===== src/hw/rtl/bmp_rle_pixel_decoder_unit_assert.svh =====
// Assertion macros for the decoder RTL; only the back end includes them.
// Depends on nothing; files that assert pull this in by include.
`ifndef BMP_RLE_PIXEL_DECODER_UNIT_ASSERT_SVH
`define BMP_RLE_PIXEL_DECODER_UNIT_ASSERT_SVH

`ifndef SYNTHESIS
`define BMPRLE_ASSERT_IMPL(lbl, clk, rstn, ante, cons) \
	lbl: assert property (@(posedge clk) disable iff (!rstn) (ante) |-> (cons)) \
		else $error("bmprle assertion failed");
`define BMPRLE_ASSERT_NEXT(lbl, clk, rstn, ante, cons) \
	lbl: assert property (@(posedge clk) disable iff (!rstn) (ante) |=> (cons)) \
		else $error("bmprle assertion failed");
`else
`define BMPRLE_ASSERT_IMPL(lbl, clk, rstn, ante, cons)
`define BMPRLE_ASSERT_NEXT(lbl, clk, rstn, ante, cons)
`endif

`endif


===== src/hw/rtl/bmprle_pkg.sv =====
// Shared types, constants and helpers for the BMP RLE pixel decoder.
// No dependencies.
package bmprle_pkg;

	localparam int COORD_BITS    = 16;
	localparam int CMP_BITS      = (COORD_BITS > 16) ? COORD_BITS : 16;
	localparam int CMDQ_DEPTH    = 2;
	localparam int CMDQ_PTR_BITS = (CMDQ_DEPTH > 1) ? $clog2(CMDQ_DEPTH) : 1;
	localparam int CMDQ_CNT_BITS = $clog2(CMDQ_DEPTH + 1);
	localparam int OUT_DATA_BITS = 56;
	localparam int CFG_IDX_BITS  = 1;

	localparam logic [7:0] ESC_EOL   = 8'h00;
	localparam logic [7:0] ESC_EOD   = 8'h01;
	localparam logic [7:0] ESC_DELTA = 8'h02;
	localparam logic [3:0] NIB_MASK  = 4'h0f;

	localparam logic [CFG_IDX_BITS-1:0] REG_NIBBLE_MODE  = 1'b0;
	localparam logic [CFG_IDX_BITS-1:0] REG_IMAGE_HEIGHT = 1'b1;

	typedef enum logic [2:0] {
		CMD_NOP,
		CMD_SEG,
		CMD_EOL,
		CMD_DONE,
		CMD_DX,
		CMD_DY
	} cmd_kind_t;

	// one classified byte; v1 doubles as the delta argument
	typedef struct packed {
		cmd_kind_t  kind;
		logic [7:0] len;
		logic [7:0] v1;
		logic [3:0] v2;
	} cmd_t;

	typedef logic [COORD_BITS-1:0] coord_t;

	function automatic coord_t sat_add(input coord_t a, input logic [7:0] b);
		logic [COORD_BITS:0] s;
		s = {1'b0, a} + (COORD_BITS+1)'(b);
		return s[COORD_BITS] ? '1 : s[COORD_BITS-1:0];
	endfunction

endpackage


===== src/hw/rtl/bmprle_front.sv =====
// Front end: tracks the escape/run grammar and turns each byte into a command.
// Depends on bmprle_pkg.
module bmprle_front (
	input  logic               clk,
	input  logic               arst_n,
	input  logic               push,
	input  logic [7:0]         code_byte,
	input  logic               nibble_mode,
	output bmprle_pkg::cmd_t   cmd
);
	import bmprle_pkg::*;

	typedef enum logic [7:0] {
		PH_COUNT  = 8'b0000_0001,
		PH_VALUE  = 8'b0000_0010,
		PH_ESCAPE = 8'b0000_0100,
		PH_DX     = 8'b0000_1000,
		PH_DY     = 8'b0001_0000,
		PH_ABS    = 8'b0010_0000,
		PH_PAD    = 8'b0100_0000,
		PH_DONE   = 8'b1000_0000
	} phase_t;

	phase_t     phase_q, phase_d;
	logic [7:0] pend_q, pend_d;
	logic [7:0] left_q, left_d;
	logic       pad_q, pad_d;
	logic [7:0] abs_len;
	logic [3:0] hi_nib, lo_nib;

	assign hi_nib  = code_byte[7:4];
	assign lo_nib  = code_byte[3:0] & NIB_MASK;
	assign abs_len = nibble_mode ? ((left_q >= 8'd2) ? 8'd2 : left_q) : 8'd1;

	always_comb begin
		phase_d  = phase_q;
		pend_d   = pend_q;
		left_d   = left_q;
		pad_d    = pad_q;
		cmd.kind = CMD_NOP;
		cmd.len  = 8'd0;
		cmd.v1   = code_byte;
		cmd.v2   = 4'd0;
		unique case (phase_q)
			PH_COUNT: begin
				if (code_byte != 8'd0) begin
					pend_d  = code_byte;
					phase_d = PH_VALUE;
				end else begin
					phase_d = PH_ESCAPE;
				end
			end
			PH_VALUE: begin
				phase_d  = PH_COUNT;
				cmd.kind = CMD_SEG;
				cmd.len  = pend_q;
				if (nibble_mode) begin
					cmd.v1 = {4'd0, hi_nib};
					cmd.v2 = lo_nib;
				end
			end
			PH_ESCAPE: begin
				priority if (code_byte == ESC_EOL) begin
					cmd.kind = CMD_EOL;
					phase_d  = PH_COUNT;
				end else if (code_byte == ESC_EOD) begin
					cmd.kind = CMD_DONE;
					phase_d  = PH_DONE;
				end else if (code_byte == ESC_DELTA) begin
					phase_d = PH_DX;
				end else begin
					left_d  = code_byte;
					// RLE4 pads when count mod 4 is 1 or 2
					pad_d   = nibble_mode ? (code_byte[1] ^ code_byte[0]) : code_byte[0];
					phase_d = PH_ABS;
				end
			end
			PH_DX: begin
				cmd.kind = CMD_DX;
				phase_d  = PH_DY;
			end
			PH_DY: begin
				cmd.kind = CMD_DY;
				phase_d  = PH_COUNT;
			end
			PH_ABS: begin
				cmd.kind = CMD_SEG;
				cmd.len  = abs_len;
				if (nibble_mode) begin
					cmd.v1 = {4'd0, hi_nib};
					cmd.v2 = lo_nib;
				end
				left_d = left_q - abs_len;
				if (left_d == 8'd0)
					phase_d = pad_q ? PH_PAD : PH_COUNT;
			end
			PH_PAD: begin
				pad_d   = 1'b0;
				phase_d = PH_COUNT;
			end
			PH_DONE: ;
			default: phase_d = PH_COUNT;
		endcase
	end

	always_ff @(posedge clk or negedge arst_n) begin
		if (!arst_n) begin
			phase_q <= PH_COUNT;
			pend_q  <= 8'd0;
			left_q  <= 8'd0;
			pad_q   <= 1'b0;
		end else if (push) begin
			phase_q <= phase_d;
			pend_q  <= pend_d;
			left_q  <= left_d;
			pad_q   <= pad_d;
		end
	end

endmodule


===== src/hw/rtl/bmprle_fifo.sv =====
// Short command queue between front and back end.
// Depends on bmprle_pkg.
module bmprle_fifo (
	input  logic             clk,
	input  logic             arst_n,
	input  logic             push,
	input  bmprle_pkg::cmd_t push_cmd,
	output logic             full,
	input  logic             pop,
	output logic             not_empty,
	output bmprle_pkg::cmd_t head
);
	import bmprle_pkg::*;

	cmd_t                     mem_q [CMDQ_DEPTH];
	logic [CMDQ_PTR_BITS-1:0] wr_ptr_q, rd_ptr_q;
	logic [CMDQ_CNT_BITS-1:0] cnt_q;

	assign full      = (cnt_q == CMDQ_CNT_BITS'(CMDQ_DEPTH));
	assign not_empty = (cnt_q != '0);
	assign head      = mem_q[rd_ptr_q];

	function automatic logic [CMDQ_PTR_BITS-1:0] ptr_inc(input logic [CMDQ_PTR_BITS-1:0] p);
		return (p == CMDQ_PTR_BITS'(CMDQ_DEPTH - 1)) ? '0 : p + 1'b1;
	endfunction

	always_ff @(posedge clk) begin
		if (push)
			mem_q[wr_ptr_q] <= push_cmd;
	end

	always_ff @(posedge clk or negedge arst_n) begin
		if (!arst_n) begin
			wr_ptr_q <= '0;
			rd_ptr_q <= '0;
			cnt_q    <= '0;
		end else begin
			if (push)
				wr_ptr_q <= ptr_inc(wr_ptr_q);
			if (pop)
				rd_ptr_q <= ptr_inc(rd_ptr_q);
			if (push && !pop)
				cnt_q <= cnt_q + 1'b1;
			else if (pop && !push)
				cnt_q <= cnt_q - 1'b1;
		end
	end

endmodule


===== src/hw/rtl/bmprle_back.sv =====
// Back end: owns column/line position, height check and the output register.
// Depends on bmprle_pkg and the assertion macro header.
`include "bmp_rle_pixel_decoder_unit_assert.svh"
module bmprle_back (
	input  logic             clk,
	input  logic             arst_n,
	input  logic             cmd_valid,
	input  bmprle_pkg::cmd_t cmd,
	output logic             pop,
	input  logic [15:0]      image_height,
	output logic             out_valid,
	input  logic             out_ready,
	output logic [15:0]      out_row,
	output logic [15:0]      out_column,
	output logic [7:0]       out_len,
	output logic [7:0]       out_first,
	output logic [3:0]       out_second,
	output logic             out_done
);
	import bmprle_pkg::*;

	coord_t              col_q, col_d;
	coord_t              line_q, line_d;
	coord_t              line_step;
	coord_t              row_coord;
	logic [CMP_BITS-1:0] row_w;
	logic                done_q, done_d;
	logic                line_ge, step_ge;
	logic                emit;
	logic [15:0]         o_row, o_col;
	logic [7:0]          o_len, o_first;
	logic [3:0]          o_second;
	logic                o_done;

	logic                out_vld_q;
	logic [15:0]         out_row_q, out_col_q;
	logic [7:0]          out_len_q, out_first_q;
	logic [3:0]          out_second_q;
	logic                out_done_q;

	assign pop       = cmd_valid && (!out_vld_q || out_ready);
	assign line_ge   = CMP_BITS'(line_q) >= CMP_BITS'(image_height);
	assign line_step = sat_add(line_q, (cmd.kind == CMD_EOL) ? 8'd1 : cmd.v1);
	assign step_ge   = CMP_BITS'(line_step) >= CMP_BITS'(image_height);
	assign row_w     = CMP_BITS'(image_height) - CMP_BITS'(1) - CMP_BITS'(line_q);
	assign row_coord = row_w[COORD_BITS-1:0];

	always_comb begin
		col_d    = col_q;
		line_d   = line_q;
		done_d   = done_q;
		emit     = 1'b0;
		o_row    = 16'd0;
		o_col    = 16'd0;
		o_len    = 8'd0;
		o_first  = 8'd0;
		o_second = 4'd0;
		o_done   = 1'b0;
		if (!done_q) begin
			if (line_ge) begin
				emit   = 1'b1;
				o_done = 1'b1;
				done_d = 1'b1;
			end else begin
				unique case (cmd.kind)
					CMD_SEG: begin
						emit     = 1'b1;
						o_row    = 16'(row_coord);
						o_col    = 16'(col_q);
						o_len    = cmd.len;
						o_first  = cmd.v1;
						o_second = (cmd.len < 8'd2) ? 4'd0 : cmd.v2;
						col_d    = sat_add(col_q, cmd.len);
					end
					CMD_EOL, CMD_DY: begin
						if (cmd.kind == CMD_EOL)
							col_d = '0;
						line_d = line_step;
						if (step_ge) begin
							emit   = 1'b1;
							o_done = 1'b1;
							done_d = 1'b1;
						end
					end
					CMD_DX: col_d = sat_add(col_q, cmd.v1);
					CMD_DONE: begin
						emit   = 1'b1;
						o_done = 1'b1;
						done_d = 1'b1;
					end
					CMD_NOP: ;
					default: ;
				endcase
			end
		end
	end

	always_ff @(posedge clk or negedge arst_n) begin
		if (!arst_n) begin
			col_q     <= '0;
			line_q    <= '0;
			done_q    <= 1'b0;
			out_vld_q <= 1'b0;
		end else begin
			if (pop) begin
				col_q  <= col_d;
				line_q <= line_d;
				done_q <= done_d;
			end
			if (!out_vld_q || out_ready)
				out_vld_q <= pop && emit;
		end
	end

	always_ff @(posedge clk) begin
		if (pop && emit) begin
			out_row_q    <= o_row;
			out_col_q    <= o_col;
			out_len_q    <= o_len;
			out_first_q  <= o_first;
			out_second_q <= o_second;
			out_done_q   <= o_done;
		end
	end

	assign out_valid  = out_vld_q;
	assign out_row    = out_row_q;
	assign out_column = out_col_q;
	assign out_len    = out_len_q;
	assign out_first  = out_first_q;
	assign out_second = out_second_q;
	assign out_done   = out_done_q;

	// finished image stays finished until reset
	`BMPRLE_ASSERT_NEXT(a_done_sticky, clk, arst_n, done_q, done_q)
	// done marker carries an all-zero payload
	`BMPRLE_ASSERT_IMPL(a_done_payload, clk, arst_n, out_vld_q && out_done_q,
		out_row_q == 16'd0 && out_col_q == 16'd0 && out_len_q == 8'd0 && out_first_q == 8'd0)
	// nothing new is produced once decoding has finished
	`BMPRLE_ASSERT_NEXT(a_quiet_after_done, clk, arst_n, done_q && !out_vld_q, !out_vld_q)
	// a segment result never comes from a finished decoder
	`BMPRLE_ASSERT_IMPL(a_no_emit_done, clk, arst_n, pop && done_q, !emit)

endmodule


===== src/hw/rtl/bmp_rle_pixel_decoder_unit.sv =====
// Channel  | dir | handshake          | payload
// s_*      | in  | s_tvalid/s_tready  | s_tdata: code_byte
// m_*      | out | m_tvalid/m_tready  | m_tdata: segment; m_tlast: done_res
// cfg_*    | in  | cfg_we             | cfg_index, cfg_data
// One byte per cycle sustained while the queue is not full; the front end classifies
// a byte combinationally in its accept cycle and writes the command into the two-entry
// queue at that edge. The back end pops it into the output register once that register
// is empty or being read, so a result passes through the queue and then that register.
// Reset is asynchronous, active low; no clearing pass, input is ready at once.
// s_tready drops only while the command queue is full (output stalled).
// Top level of the BMP RLE8/RLE4 pixel decoder; depends on bmprle_pkg,
// bmprle_front, bmprle_fifo and bmprle_back.
module bmp_rle_pixel_decoder_unit (
	input  logic                                 clk,
	input  logic                                 arst_n,
	input  logic                                 s_tvalid,
	output logic                                 s_tready,
	input  logic [7:0]                           s_tdata,   // [7:0] code_byte
	output logic                                 m_tvalid,
	input  logic                                 m_tready,
	// [15:0] row, [31:16] column, [39:32] run_length, [47:40] first_value,
	// [51:48] second_value, [55:52] zero
	output logic [bmprle_pkg::OUT_DATA_BITS-1:0] m_tdata,
	output logic                                 m_tlast,   // done_res
	input  logic                                 cfg_we,
	input  logic [bmprle_pkg::CFG_IDX_BITS-1:0]  cfg_index,
	input  logic [15:0]                          cfg_data
);
	import bmprle_pkg::*;

	logic        nibble_mode_q;
	logic [15:0] image_height_q;
	logic        push, q_full, q_pop, q_valid;
	cmd_t        f_cmd, q_head;
	logic [15:0] o_row, o_col;
	logic [7:0]  o_len, o_first;
	logic [3:0]  o_second;

	always_ff @(posedge clk or negedge arst_n) begin
		if (!arst_n) begin
			nibble_mode_q  <= 1'b0;
			image_height_q <= 16'd1;
		end else if (cfg_we) begin
			unique case (cfg_index)
				REG_NIBBLE_MODE:  nibble_mode_q  <= cfg_data[0];
				REG_IMAGE_HEIGHT: image_height_q <= cfg_data;
				default: ;
			endcase
		end
	end

	assign s_tready = !q_full;
	assign push     = s_tvalid && s_tready;

	bmprle_front u_front (
		.clk         (clk),
		.arst_n      (arst_n),
		.push        (push),
		.code_byte   (s_tdata),
		.nibble_mode (nibble_mode_q),
		.cmd         (f_cmd)
	);

	bmprle_fifo u_fifo (
		.clk       (clk),
		.arst_n    (arst_n),
		.push      (push),
		.push_cmd  (f_cmd),
		.full      (q_full),
		.pop       (q_pop),
		.not_empty (q_valid),
		.head      (q_head)
	);

	bmprle_back u_back (
		.clk          (clk),
		.arst_n       (arst_n),
		.cmd_valid    (q_valid),
		.cmd          (q_head),
		.pop          (q_pop),
		.image_height (image_height_q),
		.out_valid    (m_tvalid),
		.out_ready    (m_tready),
		.out_row      (o_row),
		.out_column   (o_col),
		.out_len      (o_len),
		.out_first    (o_first),
		.out_second   (o_second),
		.out_done     (m_tlast)
	);

	assign m_tdata = {4'd0, o_second, o_first, o_len, o_col, o_row};

endmodule

===== config.mk =====
export PLATFORM = sky130hd
export DESIGN_NAME = bmp_rle_pixel_decoder_unit
export DESIGN_NICKNAME = d
export VERILOG_FILES = /design/src/hw/rtl/bmprle_pkg.sv /design/src/hw/rtl/bmprle_front.sv /design/src/hw/rtl/bmprle_fifo.sv /design/src/hw/rtl/bmprle_back.sv /design/src/hw/rtl/bmp_rle_pixel_decoder_unit.sv
export VERILOG_INCLUDE_DIRS = /design/src /design/src/hw/rtl
export SDC_FILE = /design/constraint.sdc
export NUM_CORES = 1
export LEC_CHECK = 0
export ABC_AREA = 1
export ABC_CLOCK_PERIOD_IN_PS = 7200
export BUFFER_PORTS_ARGS = -buffer_cell sky130_fd_sc_hd__buf_2
export CAP_MARGIN = 20
export CORE_MARGIN = 3
export CORE_UTILIZATION = 60
export CTS_CLUSTER_DIAMETER = 60
export CTS_CLUSTER_SIZE = 14
export DETAILED_ROUTE_END_ITERATION = 10
export PLACE_DENSITY = 0.88
export SKIP_CTS_REPAIR_TIMING = 1
export SYNTH_ARGS = -nofsm -noshare
export SYNTH_HDL_FRONTEND = slang
export SYNTH_SLANG_ARGS = --single-unit

===== constraint.sdc =====
create_clock -name clk -period 7.2 [get_ports clk]
set_clock_uncertainty 0.2 [all_clocks]
set_input_delay 0.36 -clock clk [delete_from_list [all_inputs] [get_ports clk]]
set_output_delay 0.36 -clock clk [all_outputs]
set_load 0.05 [all_outputs]

==> summary.md <==
| Metric | Value |
|---|---|
| Outcome | complete, but fails checks |
| Failing checks | hold timing |
| Worst setup path end | u_back.out_second[2] |
| Cells on Worst Hold Path | 3 |
| Initial core utilization | just over 60% |
| Fillers | approximately 1,400 |
| H-tree Lvls | 4 |
| Share of layout cells above drive strength 1 | 10.6% |
| Avg Cell Area, Syn | 7.79 um^2 |
| Final setup violating endpoints | 0 |
| Synth Cell Area | 11,600 um^2 |
| Via/cell ratio | 5.50 |
| Critical Path RT | just over 7000 ps |
| Final Hold Fails | 10 |
| Antenna Diode Count | 0 |
| Pwr dens | 289 nW/um^2 |
| CP max FO | 29 |
| Clk slew on worst S/H paths | about 70 ps |
| CTS Buffer Depth | 2 |
| Seq cells post-synth | 179 |
| Skew-Pair Late Insertion Delay | 450 ps |
| GRT Resource Usage Total | a little over a quarter |
| Cells after Synth | 1,488 |
| DR iter-0 viols | 972 |
| Crit. Startpoint | u_fifo.rd_ptr_q |
| Area delta synth->final | 12.2% |
| Port bufs | 84 |
| Layout Utilization | 69.0% |
| Leak Pwr | 6.89 nW |
| Relative slew margins | 29.4% |
| DP Wirelength | 20,400 um |
| CTS tree | yes |
| Worst-Margin Slew | between 1000 and 1500 ps |
| FP Rows | 50 |
| Crit end category | flop |
| R2R setup slack | approximately 1600 ps |
| CP startpoint kind | flop |
| Max cap viols | 0 |
| Crit share post-route | 77.9% |
| Width of the die | 145 um |
| Antenna-violating nets left | 0 |
| Netlist cell types | 49 |
| RePlAce Congestion | 0.960 |
| Worst EP arrival | 5560 ps |
| Max Clk Rate | 178 MHz |
| Async SR Flop Fraction | between 40 and 50% |
| Initial antenna violation count | 0 |
| Number of global-route vias before repair | around 9,600 |
| RSZ-0062 raised after global routing | false |
| Hold Crit Class | in2reg |
| Max VDD drop | 0.241 mV |
| Number of enable flip-flop cells after synthesis | between 90 and 100 |
| Total gr overflow | 0 |
| CP Class | reg2reg |
| Die area | 21,000 um^2 |
| Synth warnings | 0 |
| Core area | roughly 19,000 um^2 |
| Clk sinks | about 180 |
| Total number of vias | 10,200 |
| Root buffer cell | clkbuf_16 |
| First-pass detailed-route iteration total | 6 |
| Die Y | 145 um |
| R2R depth | 23 |
| Reg2reg start | u_fifo.rd_ptr_q |
| Final routed wire length divided by cell count | 15.1 um |
| Fin. max-slew vios | 0 |
| Worst Hold Margin | -33.0 ps |
| First-pass GRT wire length | 45,700 um |
| Seq/Total Area, Yosys | 43.0% |
| CTS Buf Count | 17 |
| DRC errors left | 0 |
| Largest net degree at the start of global routing | 61 |
| Post-route minimum period | 5610 ps |
| Main synth FF type | edfxtp_1 |
| R2R Path End | u_back.out_second[2] |
| WL final | 28,000 um |
| # IOs | 89 |
| NumNets Final | between 1,500 and 2,000 |
| TNS Setup | 0 ps |
worst max-delay path: stages (launching register included):
cell and delay, ps:
dfrtp_1 690, inv_4 170, or2_2 320, o21ai_0 200, inv_1 120, nand2_1 90
inv_1 70, fa_1 440, nand3_1 100, nand2_1 120, nand3_1 100, o21ai_0 110
nand2_1 440, nand3_1 200, ha_1 350, nand2_1 100, nor4_1 320, nand2_1 100
nand2_1 80, nand2_1 80, nand3_1 70, nand2_1 80, inv_2 450, buf_12 280
cells in the mapped netlist (12+ instances only):
| cell | instances | area share (%) |
|---|---|---|
| ha_1 | 82 | 8.9 |
| nand3_1 | 102 | 4.4 |
| nand2_1 | 422 | 14 |
| dfrtp_1 | 78 | 17 |
| clkbuf_1 | 12 | 0.39 |
| or2_2 | 24 | 1.3 |
| o21ai_0 | 80 | 3.5 |
| a21oi_1 | 67 | 2.9 |
| nand4_1 | 13 | 0.70 |
| nor2_1 | 143 | 4.6 |
| inv_1 | 230 | 7.5 |
| edfxtp_1 | 99 | 26 |
| nor3_1 | 12 | 0.52 |
| o21ai_1 | 13 | 0.56 |
cell type report:
class                           count  area, um^2  area share (%)
Multi-Input combinational cell   1051        5590            43.0
Sequential cell                   179        4980            38.3
Inverter                          233         877            6.75
Timing Repair Buffer               98         578            4.45
Clock buffer                       18         450            3.47
Tap cell                          260         325            2.50
Clock inverter                     14         201            1.55
routing by layer:
layer / global-route usage [%] / part of all wire [%] / wire length [um] / vias up
li1: - / - / - / 4949
met1: 32.4 / 40 / 11300 / 4676
met2: 46.0 / 49 / 13600 / 452
met3: 4.40 / 6.9 / 1920 / 106
met4: 12.6 / 4.1 / 1140 / 0
met5: 0 / 0 / 0 / -
cell families (layout without fill, tap and decap cells):
logic type               Yosys count  after routing  share of synthesized area, %
AO/OA/AOI/OAI                    190            190                          9.02
XOR/XNOR                          22             22                          1.66
adder cells (fa/ha/maj)           87             87                          9.72
buffers and inverters            265            363                          9.10
flip-flops                       179            179                          43.0
multiplexers                       4              4                         0.346
other                              2              9                        0.0648
AND/OR/NAND/NOR                  739            739                          27.1
state kept, by name (all words and copies together) (netlist names), 2 cells and up:
register and count:
u_fifo.mem_q 46, image_height_q 16, u_back.col_q 16, u_back.line_q 16
u_back.out_column 16, u_back.out_row 16, u_back.out_first 8, u_back.out_len 8
u_front.left_q 8, u_front.pend_q 8, u_front.phase_q 8, u_back.out_second 4
u_fifo.cnt_q 2
report_power, final:
| group | internal [mW] | switching [mW] | total [mW] |
|---|---|---|---|
| combinational | 0.503 | 0.975 | 1.48 |
| sequential | 1.22 | 0.0655 | 1.29 |
| clock | 0.526 | 0.462 | 0.988 |
how the worst min path moves through the flow:
stage	startpoint	to	slack, ps
after detailed placement	arst_n	u_front.phase_q[3]	60
after global routing	cfg_data[15]	image_height_q[15]	6
after global placement	arst_n	u_front.phase_q[3]	60
after CTS	arst_n	u_front.left_q[4]	-410
final	cfg_data[11]	image_height_q[11]	-30
after floorplan	arst_n	image_height_q[10]	-140
stage by stage:
step / power, mW / setup WS, ps / cell area [um^2] / instances
2_1_floorplan: 2.40 / 1950 / 11600 / 1495
3_3_place_gp: 2.65 / 1750 / 12200 / 1809
3_5_place_dp: 2.72 / 1500 / 12200 / 1809
4_1_cts: 3.72 / 1470 / 12900 / 1841
5_1_grt: 4.00 / 1080 / 13000 / 1853
6_report: 3.75 / 1590 / 13000 / 1853
placed cells by master, fill, tap and decap left out, types with 11 or more instances in the layout:
| cell type | n |
|---|---|
| buf_2 | 83 |
| xnor2_1 | 11 |
| inv_1 | 229 |
| nor2_1 | 141 |
| dfrtp_1 | 78 |
| clkbuf_16 | 18 |
| nand3_1 | 102 |
| a21oi_1 | 67 |
| or2_2 | 24 |
| nand4_1 | 13 |
| ha_1 | 82 |
| xor2_1 | 11 |
| edfxtp_1 | 99 |
| nand2_1 | 421 |
| nor3_1 | 12 |
| o21ai_0 | 80 |
| o21ai_1 | 13 |
Note: power is estimated with default switching activity, not from simulation.
